--- config.mk ---
export PLATFORM = sky130hd
export DESIGN_NAME = xor_bend_pattern_pixel_generator_unit_flat
export DESIGN_NICKNAME = d
export VERILOG_FILES = /design/src/hw/rtl/xbp_pkg.sv /design/src/hw/rtl/xbp_in_if.sv /design/src/hw/rtl/xbp_out_if.sv /design/src/hw/rtl/xor_bend_pattern_pixel_generator_unit.sv /design/src/flat_wrapper.sv
export SDC_FILE = /design/constraint.sdc
export NUM_CORES = 2
export LEC_CHECK = 0
export BUFFER_PORTS_ARGS = -buffer_cell sky130_fd_sc_hd__buf_4
export CORE_ASPECT_RATIO = 0.6
export CORE_UTILIZATION = 39
export CTS_CLUSTER_DIAMETER = 120
export DETAILED_ROUTE_END_ITERATION = 8
export SYNTH_ARGS = -nofsm -noshare
export SYNTH_HDL_FRONTEND = slang
export SYNTH_SLANG_ARGS = --single-unit
--- constraint.sdc ---
create_clock -name clk -period 20.9 [get_ports clk]
set_clock_uncertainty 0.15 [all_clocks]
set_input_delay 2.09 -clock clk [delete_from_list [all_inputs] [get_ports clk]]
set_output_delay 2.09 -clock clk [all_outputs]
set_load 0.05 [all_outputs]
--- src/hw/rtl/xbp_pkg.sv ---
// Package for the XOR/bend pattern pixel generator.
// Field widths, register indexes, pattern constants and the divider step.
// No dependencies.
`default_nettype none

package xbp_pkg;

  localparam int unsigned POS_X_W      = 7;
  localparam int unsigned POS_Y_W      = 5;
  localparam int unsigned FRAME_W      = 32;
  localparam int unsigned COLOR_W      = 8;
  localparam int unsigned CFG_IDX_W    = 3;
  localparam int unsigned CFG_DATA_W   = 16;

  localparam int unsigned BEND_PERIOD  = 3000;
  localparam int unsigned BEND_MID     = 32;
  localparam int unsigned BEND_SCALE   = 7;
  localparam int unsigned BEND_OFFSET  = 16;
  localparam logic [7:0]  BLUE_MASK    = 8'h88;

  // floor(2^32 / BEND_PERIOD)
  localparam int unsigned RECIP_SHIFT  = 32;
  localparam logic [20:0] BEND_RECIP   = 21'((64'd1 << RECIP_SHIFT) / 64'(BEND_PERIOD));

  typedef enum logic [CFG_IDX_W-1:0] {
    CFG_MODE     = 3'd0,
    CFG_XOR_MASK = 3'd1,
    CFG_XOR_GAIN = 3'd2,
    CFG_ROW_MULT = 3'd3,
    CFG_COL_MULT = 3'd4
  } cfg_idx_t;

  typedef enum logic {
    MODE_XOR  = 1'b0,
    MODE_BEND = 1'b1
  } pattern_mode_t;

  typedef struct packed {
    logic [7:0] rem;
    logic [3:0] quo;
  } div_step_t;

  typedef struct packed {
    logic [COLOR_W-1:0] red;
    logic [COLOR_W-1:0] green;
    logic [COLOR_W-1:0] blue;
  } rgb_t;

  // Four restoring-division steps; rem stays below dvs.
  function automatic div_step_t div_step4(input logic [7:0] rem, input logic [3:0] bits,
                                          input logic [7:0] dvs);
    logic [8:0] acc;
    logic [7:0] r;
    div_step_t  res;
    r = rem;
    res.quo = '0;
    for (int i = 3; i >= 0; i--) begin
      acc = {r, bits[i]};
      if (acc >= {1'b0, dvs}) begin
        acc = acc - {1'b0, dvs};
        res.quo[i] = 1'b1;
      end
      r = acc[7:0];
    end
    res.rem = r;
    return res;
  endfunction

endpackage

`default_nettype wire

--- src/hw/rtl/xbp_in_if.sv ---
// Input channel of the pattern pixel generator: pixel position and frame number.
// Depends on xbp_pkg.
`default_nettype none

interface xbp_in_if;
  import xbp_pkg::*;

  logic               valid;
  logic               ready;
  logic [POS_X_W-1:0] pos_x;
  logic [POS_Y_W-1:0] pos_y;
  logic [FRAME_W-1:0] frame_number;

  modport source (output valid, output pos_x, output pos_y, output frame_number, input ready);
  modport sink   (input valid, input pos_x, input pos_y, input frame_number, output ready);
endinterface

`default_nettype wire

--- src/hw/rtl/xbp_out_if.sv ---
// Result channel of the pattern pixel generator: one RGB pixel per item.
// Depends on xbp_pkg.
`default_nettype none

interface xbp_out_if;
  import xbp_pkg::*;

  logic               valid;
  logic               ready;
  logic [COLOR_W-1:0] red;
  logic [COLOR_W-1:0] green;
  logic [COLOR_W-1:0] blue;

  modport source (output valid, output red, output green, output blue, input ready);
  modport sink   (input valid, input red, input green, input blue, output ready);
endinterface

`default_nettype wire

--- src/hw/rtl/xor_bend_pattern_pixel_generator_unit.sv ---
// Top level of the XOR/bend pattern pixel generator, a seven-stage pipeline.
// Depends on xbp_pkg, xbp_in_if and xbp_out_if.
`default_nettype none

// Takes one pixel item (pos_x, pos_y, frame_number) per clock and returns its
// red, green and blue through stages s1 to s7, one item per cycle while out_px
// is ready. The depth is set by the bend path: a reciprocal multiply and a fold
// that reduce the frame number modulo 3000, three stages of a 4-bit-per-stage
// divider for 16f/(x+16) and 16f/(y+16), and the output register. Each stage
// holds only while its successor is full, so bubbles close up under a stall.
// The user writes registers via cfg_we/cfg_index/cfg_data only while no
// item is in flight (not enforced); writes to unknown indexes are dropped.
module xor_bend_pattern_pixel_generator_unit (
  input  logic                            clk,
  input  logic                            rst_n,
  input  logic                            cfg_we,
  input  logic [xbp_pkg::CFG_IDX_W-1:0]   cfg_index,
  input  logic [xbp_pkg::CFG_DATA_W-1:0]  cfg_data,
  xbp_in_if.sink                          in_px,
  xbp_out_if.source                       out_px
);
  import xbp_pkg::*;

  logic        mode_r;
  logic [15:0] xor_mask_r;
  logic [3:0]  xor_gain_r;
  logic [3:0]  row_mult_r;
  logic [3:0]  col_mult_r;

  always_ff @(posedge clk) begin
    if (!rst_n) begin
      mode_r     <= MODE_XOR;
      xor_mask_r <= 16'd4;
      xor_gain_r <= 4'd7;
      row_mult_r <= 4'd2;
      col_mult_r <= 4'd3;
    end else if (cfg_we) begin
      unique case (cfg_index)
        CFG_MODE:     mode_r     <= cfg_data[0];
        CFG_XOR_MASK: xor_mask_r <= cfg_data;
        CFG_XOR_GAIN: xor_gain_r <= cfg_data[3:0];
        CFG_ROW_MULT: row_mult_r <= cfg_data[3:0];
        CFG_COL_MULT: col_mult_r <= cfg_data[3:0];
        default:      ;
      endcase
    end
  end

  logic s1_v_r, s2_v_r, s3_v_r, s4_v_r, s5_v_r, s6_v_r, s7_v_r;
  logic en1, en2, en3, en4, en5, en6, en7;

  assign en7 = !s7_v_r || out_px.ready;
  assign en6 = !s6_v_r || en7;
  assign en5 = !s5_v_r || en6;
  assign en4 = !s4_v_r || en5;
  assign en3 = !s3_v_r || en4;
  assign en2 = !s2_v_r || en3;
  assign en1 = !s1_v_r || en2;
  assign in_px.ready = en1;

  always_ff @(posedge clk) begin
    if (!rst_n) begin
      s1_v_r <= 1'b0;
      s2_v_r <= 1'b0;
      s3_v_r <= 1'b0;
      s4_v_r <= 1'b0;
      s5_v_r <= 1'b0;
      s6_v_r <= 1'b0;
      s7_v_r <= 1'b0;
    end else begin
      if (en1) s1_v_r <= in_px.valid;
      if (en2) s2_v_r <= s1_v_r;
      if (en3) s3_v_r <= s2_v_r;
      if (en4) s4_v_r <= s3_v_r;
      if (en5) s5_v_r <= s4_v_r;
      if (en6) s6_v_r <= s5_v_r;
      if (en7) s7_v_r <= s6_v_r;
    end
  end

  // Stage 1: quotient estimate of frame / 3000, low by at most one.
  logic [52:0]        qe_prod;
  logic [POS_X_W-1:0] s1_x_r;
  logic [POS_Y_W-1:0] s1_y_r;
  logic [12:0]        s1_frm_r;
  logic [20:0]        s1_qe_r;

  assign qe_prod = 53'(in_px.frame_number) * 53'(BEND_RECIP);

  always_ff @(posedge clk) begin
    if (en1) begin
      s1_x_r   <= in_px.pos_x;
      s1_y_r   <= in_px.pos_y;
      s1_frm_r <= in_px.frame_number[12:0];
      s1_qe_r  <= qe_prod[52:32];
    end
  end

  // Stage 2: remainder below twice the period; XOR pattern terms.
  logic [12:0] qmul_lo;
  logic [7:0]  x8, y8, frm8, sum8, dif8, xo8, mask8;
  logic [11:0] xr_full, xg_full, xb_full;
  logic [POS_X_W-1:0] s2_x_r;
  logic [POS_Y_W-1:0] s2_y_r;
  logic [12:0]        s2_rem_r;
  rgb_t               s2_xor_r;

  assign qmul_lo = s1_qe_r[12:0] * 13'(BEND_PERIOD);
  assign x8      = 8'(s1_x_r);
  assign y8      = 8'(s1_y_r);
  assign frm8    = s1_frm_r[7:0];
  assign sum8    = x8 + y8 + frm8;
  assign dif8    = x8 - y8 - frm8;
  assign xo8     = x8 ^ y8;
  assign mask8   = xor_mask_r[7:0];
  assign xr_full = 12'(sum8 & mask8) * 12'(xor_gain_r);
  assign xg_full = 12'(dif8 & mask8) * 12'(xor_gain_r);
  assign xb_full = 12'(xo8 & mask8) * 12'(xor_gain_r);

  always_ff @(posedge clk) begin
    if (en2) begin
      s2_x_r         <= s1_x_r;
      s2_y_r         <= s1_y_r;
      s2_rem_r       <= s1_frm_r - qmul_lo;
      s2_xor_r.red   <= xr_full[7:0];
      s2_xor_r.green <= xg_full[7:0];
      s2_xor_r.blue  <= xb_full[7:0];
    end
  end

  // Stage 3: fold to frame mod 3000; form the two divisors.
  logic [12:0]        rem_fold;
  logic [POS_X_W-1:0] s3_x_r;
  logic [POS_Y_W-1:0] s3_y_r;
  logic [11:0]        s3_f_r;
  logic [7:0]         s3_div_a_r, s3_div_b_r;
  rgb_t               s3_xor_r;

  assign rem_fold = (s2_rem_r >= 13'(BEND_PERIOD)) ? s2_rem_r - 13'(BEND_PERIOD) : s2_rem_r;

  always_ff @(posedge clk) begin
    if (en3) begin
      s3_x_r     <= s2_x_r;
      s3_y_r     <= s2_y_r;
      s3_f_r     <= rem_fold[11:0];
      s3_div_a_r <= 8'(s2_x_r) + 8'(BEND_OFFSET);
      s3_div_b_r <= 8'(s2_y_r) + 8'(BEND_OFFSET);
      s3_xor_r   <= s2_xor_r;
    end
  end

  // Stages 4 to 6: divide 16f by each divisor, four quotient bits a stage.
  div_step_t          st4_a, st4_b, st5_a, st5_b, st6_a, st6_b;
  logic [POS_X_W-1:0] s4_x_r, s5_x_r, s6_x_r;
  logic [POS_Y_W-1:0] s4_y_r, s5_y_r, s6_y_r;
  logic [3:0]         s4_flo_r;
  logic [7:0]         s4_div_a_r, s4_div_b_r, s5_div_a_r, s5_div_b_r;
  logic [7:0]         s4_rem_a_r, s4_rem_b_r, s5_rem_a_r, s5_rem_b_r;
  logic [3:0]         s4_qa_r, s4_qb_r;
  logic [7:0]         s5_qa_r, s5_qb_r;
  logic [11:0]        s6_qa_r, s6_qb_r;
  rgb_t               s4_xor_r, s5_xor_r, s6_xor_r;

  assign st4_a = div_step4(8'(s3_f_r[11:8]), s3_f_r[7:4], s3_div_a_r);
  assign st4_b = div_step4(8'(s3_f_r[11:8]), s3_f_r[7:4], s3_div_b_r);
  assign st5_a = div_step4(s4_rem_a_r, s4_flo_r, s4_div_a_r);
  assign st5_b = div_step4(s4_rem_b_r, s4_flo_r, s4_div_b_r);
  assign st6_a = div_step4(s5_rem_a_r, 4'd0, s5_div_a_r);
  assign st6_b = div_step4(s5_rem_b_r, 4'd0, s5_div_b_r);

  always_ff @(posedge clk) begin
    if (en4) begin
      s4_x_r     <= s3_x_r;
      s4_y_r     <= s3_y_r;
      s4_flo_r   <= s3_f_r[3:0];
      s4_div_a_r <= s3_div_a_r;
      s4_div_b_r <= s3_div_b_r;
      s4_rem_a_r <= st4_a.rem;
      s4_rem_b_r <= st4_b.rem;
      s4_qa_r    <= st4_a.quo;
      s4_qb_r    <= st4_b.quo;
      s4_xor_r   <= s3_xor_r;
    end
    if (en5) begin
      s5_x_r     <= s4_x_r;
      s5_y_r     <= s4_y_r;
      s5_div_a_r <= s4_div_a_r;
      s5_div_b_r <= s4_div_b_r;
      s5_rem_a_r <= st5_a.rem;
      s5_rem_b_r <= st5_b.rem;
      s5_qa_r    <= {s4_qa_r, st5_a.quo};
      s5_qb_r    <= {s4_qb_r, st5_b.quo};
      s5_xor_r   <= s4_xor_r;
    end
    if (en6) begin
      s6_x_r     <= s5_x_r;
      s6_y_r     <= s5_y_r;
      s6_qa_r    <= {s5_qa_r, st6_a.quo};
      s6_qb_r    <= {s5_qb_r, st6_b.quo};
      s6_xor_r   <= s5_xor_r;
    end
  end

  // Stage 7: triangle terms, masks and pattern select into the output register.
  logic [8:0] row_prod, col_prod;
  logic [5:0] v1, v2, d1, d2;
  logic [7:0] t1, t2, row_mask, col_mask;
  rgb_t       bend_rgb;
  rgb_t       s7_rgb_r;

  assign row_prod = 9'(row_mult_r) * 9'(s6_y_r);
  assign col_prod = 9'(col_mult_r) * 9'(s6_x_r);
  assign v1       = row_prod[5:0] + s6_qa_r[5:0];
  assign v2       = col_prod[5:0] + s6_qb_r[5:0];
  assign d1       = (v1 >= 6'(BEND_MID)) ? v1 - 6'(BEND_MID) : 6'(BEND_MID) - v1;
  assign d2       = (v2 >= 6'(BEND_MID)) ? v2 - 6'(BEND_MID) : 6'(BEND_MID) - v2;
  assign t1       = 8'(d1) * 8'(BEND_SCALE);
  assign t2       = 8'(d2) * 8'(BEND_SCALE);
  assign row_mask = {row_mult_r[2:0], 5'd0} - 8'd1;
  assign col_mask = {col_mult_r[2:0], 5'd0} - 8'd1;

  assign bend_rgb.red   = t1 & row_mask;
  assign bend_rgb.green = t2 & col_mask;
  assign bend_rgb.blue  = (t1 ^ t2) & BLUE_MASK;

  always_ff @(posedge clk) begin
    if (en7) begin
      s7_rgb_r <= (mode_r == MODE_BEND) ? bend_rgb : s6_xor_r;
    end
  end

  assign out_px.valid = s7_v_r;
  assign out_px.red   = s7_rgb_r.red;
  assign out_px.green = s7_rgb_r.green;
  assign out_px.blue  = s7_rgb_r.blue;

  a_accept_enters: assert property (@(posedge clk) disable iff (!rst_n)
    in_px.valid && in_px.ready |=> s1_v_r)
    else $error("accepted item missing from first stage");

  a_fold_range: assert property (@(posedge clk) disable iff (!rst_n)
    s2_v_r |-> s2_rem_r < 13'(2 * BEND_PERIOD))
    else $error("quotient estimate off by more than one");

  a_div_rem: assert property (@(posedge clk) disable iff (!rst_n)
    s4_v_r |-> (s4_rem_a_r < s4_div_a_r) && (s4_rem_b_r < s4_div_b_r))
    else $error("divider remainder not below divisor");

endmodule

`default_nettype wire
--- src/flat_wrapper.sv ---
// flat-port wrapper written by rule: the top's interface ports become plain ports
module xor_bend_pattern_pixel_generator_unit_flat import xbp_pkg::*;
  (clk, rst_n, cfg_we, cfg_index, cfg_data, in_px_valid, in_px_pos_x, in_px_pos_y, in_px_frame_number, in_px_ready, out_px_valid, out_px_red, out_px_green, out_px_blue, out_px_ready);
  xbp_in_if in_px_i ();
  xbp_out_if out_px_i ();
  input  logic clk;
  input  logic rst_n;
  input  logic cfg_we;
  input  logic [xbp_pkg::CFG_IDX_W-1:0] cfg_index;
  input  logic [xbp_pkg::CFG_DATA_W-1:0] cfg_data;
  input wire logic [$bits(in_px_i.valid)-1:0] in_px_valid;
  input wire logic [$bits(in_px_i.pos_x)-1:0] in_px_pos_x;
  input wire logic [$bits(in_px_i.pos_y)-1:0] in_px_pos_y;
  input wire logic [$bits(in_px_i.frame_number)-1:0] in_px_frame_number;
  output wire logic [$bits(in_px_i.ready)-1:0] in_px_ready;
  output wire logic [$bits(out_px_i.valid)-1:0] out_px_valid;
  output wire logic [$bits(out_px_i.red)-1:0] out_px_red;
  output wire logic [$bits(out_px_i.green)-1:0] out_px_green;
  output wire logic [$bits(out_px_i.blue)-1:0] out_px_blue;
  input wire logic [$bits(out_px_i.ready)-1:0] out_px_ready;
  assign in_px_i.valid = in_px_valid;
  assign in_px_i.pos_x = in_px_pos_x;
  assign in_px_i.pos_y = in_px_pos_y;
  assign in_px_i.frame_number = in_px_frame_number;
  assign in_px_ready = in_px_i.ready;
  assign out_px_valid = out_px_i.valid;
  assign out_px_red = out_px_i.red;
  assign out_px_green = out_px_i.green;
  assign out_px_blue = out_px_i.blue;
  assign out_px_i.ready = out_px_ready;
  xor_bend_pattern_pixel_generator_unit u_core (.clk(clk), .rst_n(rst_n), .cfg_we(cfg_we), .cfg_index(cfg_index), .cfg_data(cfg_data), .in_px(in_px_i), .out_px(out_px_i));
endmodule
==> qor.csv <==
metric,value,unit
area_delta_synth_final,9.44,%
rr_startpoint,u_core.s4_div_a_r[1]$_DFFE_PP_,
final-setup-viol-count,0,
insertion_delay,0.57,ns
post-cts-setup-buffer-count,0,
synth_xor_xnor_area_share,5.38,%
clk_transition_reported_paths,0.06,ns
critPathRequiredTime,21.06,ns
drc,0,
start_util,39.7,%
synth-async-reset-ratio,0,%
fill_cells,8246,
fin_crit_sh,52.6,%
cts_buffers,36,
routed_wl,78.4,mm
crit_slowest_cell,and4_1,
yosysWarnings,0,
yosys.area_share.adder,37.0,%
synthMuxAreaShare,4.34,%
cpMostUsedCell,o21ai_0,
cts_resized,0,
grt_use_met2,22.8,%
fin_crit,10.99,ns
gp_congestion,0.853,
antenna_found_initial,0,
core_area,88200,um2
fmax,91.0,MHz
n_antenna_cell,0,
final_layout_size_suffix_gt1_share,8.43,%
grt_use_met1,30.0,%
synth_area_leaders,"edfxtp_1 28%, fa_1 20%, ha_1 17%",
holdCritPathClass,reg -> reg,
ys.flop_type,edfxtp_1,
worstPathArrival,11.15,ns
grt.total_usage,17.9,%
htree_levels,2,
drtIter0Drc,1503,
postSynthCellCount,3177,
hold_buffers,0,
die_x,389,um
cap_violations,0,
synth_top_family_by_area,adder cells,
worst_pin_slew,1.10,ns
grt_setup_unrepaired,no,
startpoint_type,flop,
slew_headroom,26.6,%
final_net_count,4172,
synth-edff-count,327,
syn_area_per_cell,11.0,um2
holdWs,0.255,ns
vias_per_cell,4.94,
ios,94,
fin_ws,9.91,ns
setup_tns,0,ns
grt_max_degree,61,
vias,22100,
cts_buffer_depth,3,
dieArea,90900,um2
synth_top_area_share,28.1,%
pre_cts_slack,10.21,ns
grt_overflow,0,
drtAntennaViolNets,0,
hold_viol_final,0,
synth_compound_area_share,8.91,%
wl_per_cell,17.5,um
worstHoldStart,u_core.s3_x_r[4]$_DFFE_PP_,
synth_seq_cells,355,
ys_seq_area_share,29.7,%
busiest_layer,met1,
rows,84,
io_buffers,85,
synth_nets,4067,
crit_type,reg -> reg,
path_max_fanout,12,
synth-simple-area-share,7.92,%
syn_area,35000,um2
grt_pass1_wl,127,mm
gr-usage-met3,4.50,%
slew_violations,0,
max_stage_delay,0.54,ns
startpoint,u_core.s4_div_a_r[1]$_DFFE_PP_,
dpl.hpwl,64.7,mm
status,completed,
endpoint_kind,flop,
root_buffer,clkbuf_16,
die_h,234,um
clock-sinks,355,
drtPass1Iterations,5,
grt_pass1_vias,22100,
ys_types,92,
cts_tree,yes,
yosys.area.top_type,edfxtp_1,
==> cell usage in the layout (no fill, tap or decap), types with 16 or more instances in the layout <==
cell / instances
nand3_1: 40
mux2_2: 79
clkbuf_16: 36
mux2i_1: 37
o21ai_0: 78
buf_4: 95
dfxtp_1: 28
nor2b_1: 49
o21bai_1: 30
nand4_1: 16
fa_1: 353
xnor2_1: 147
and3_1: 33
nor3_1: 19
nand2_1: 141
a21o_1: 68
nor2_1: 135
a21oi_1: 130
o21a_1: 27
and2_1: 29
nand2b_1: 18
xor2_1: 68
inv_1: 596
ha_1: 469
edfxtp_1: 327
a21boi_0: 25
==> through the flow <==
step | utilization, % | std cells | area [um2]
2_1_floorplan | - | 3177 | 35000
3_3_place_gp | 42.0 | 4405 | 37000
3_5_place_dp | 42.0 | 4405 | 37000
4_1_cts | 43.4 | 4470 | 38300
5_1_grt | 43.4 | 4470 | 38300
6_report | 43.4 | 4470 | 38300
==> area by class of cell <==
type,instances,area (um2),area share [%]
multi-input combinational,2192,22200,58.1
timing repair buffer,95,713,1.86
tap,1161,1450,3.79
sequential,355,10400,27.1
inverter,602,2260,5.90
clock inverter,26,314,0.820
clock buffer,39,922,2.41
==> worst paths after layout <==
kind	to	slack, ns	depth (start not counted)
worst max-delay path	u_core.s5_rem_a_r[7]$_DFFE_PP_	9.91	43
worst min register to register	u_core.s4_x_r[4]$_DFFE_PP_	0.25	0
worst max register to register	u_core.s5_rem_a_r[7]$_DFFE_PP_	9.91	43
worst min-delay path	u_core.s4_x_r[4]$_DFFE_PP_	0.25	0
==> synth_stat cells (all sizes together) (15+ instances only) <==
cell type	number
nand2	144
o21bai	30
o21a	27
a211oi	15
a21oi	130
nor2	135
ha	469
nand3	40
edfxtp	327
and3	33
a21boi	29
o21ai	90
inv	601
nor3	20
fa	353
mux2	97
xnor2	147
nor2b	49
and2	30
clkbuf	23
mux2i	39
nand4	17
nand2b	18
dfxtp	28
xor2	68
a21o	69
==> critical path, delay by kind of cell, from the launching register on <==
family	cells	cell delay [ns]
AO/OA/AOI/OAI	22	4.98
adder cells (fa/ha/maj)	4	1.19
buffers and inverters	5	0.86
flip-flops	1	0.50
multiplexers	3	1.22
AND/OR/NAND/NOR	9	1.79
==> state kept, by name, indices dropped and copies added, names as in the netlist, 10 cells and up <==
signal	count
u_core.s2_xor_r	24
u_core.s2_rem_r	13
u_core.s4_xor_r	24
u_core.s1_frm_r	13
u_core.s6_xor_r	24
u_core.s3_f_r	12
u_core.s1_qe_r	10
u_core.s5_xor_r	24
u_core.s3_xor_r	24
==> metal layers <==
metal / vias to the layer above / part of all wire, %
met5: - / 0
met4: 0 / 0.72
met3: 44 / 7.3
met2: 434 / 36
met1: 10700 / 56
li1: 10900 / -
==> logic make-up after synthesis <==
| family | Yosys count |
|---|---|
| AOI/OAI and AO/OA | 476 |
| xor gates and xnor gates | 215 |
| adders and majority gates | 822 |
| buffers and inverters | 630 |
| DFF | 355 |
| muxes | 136 |
| and+or+nand+nor | 543 |
Power is left out: the tool's default activity adds up to more than one toggle a clock period on the data nets, which glitch-free logic cannot reach.
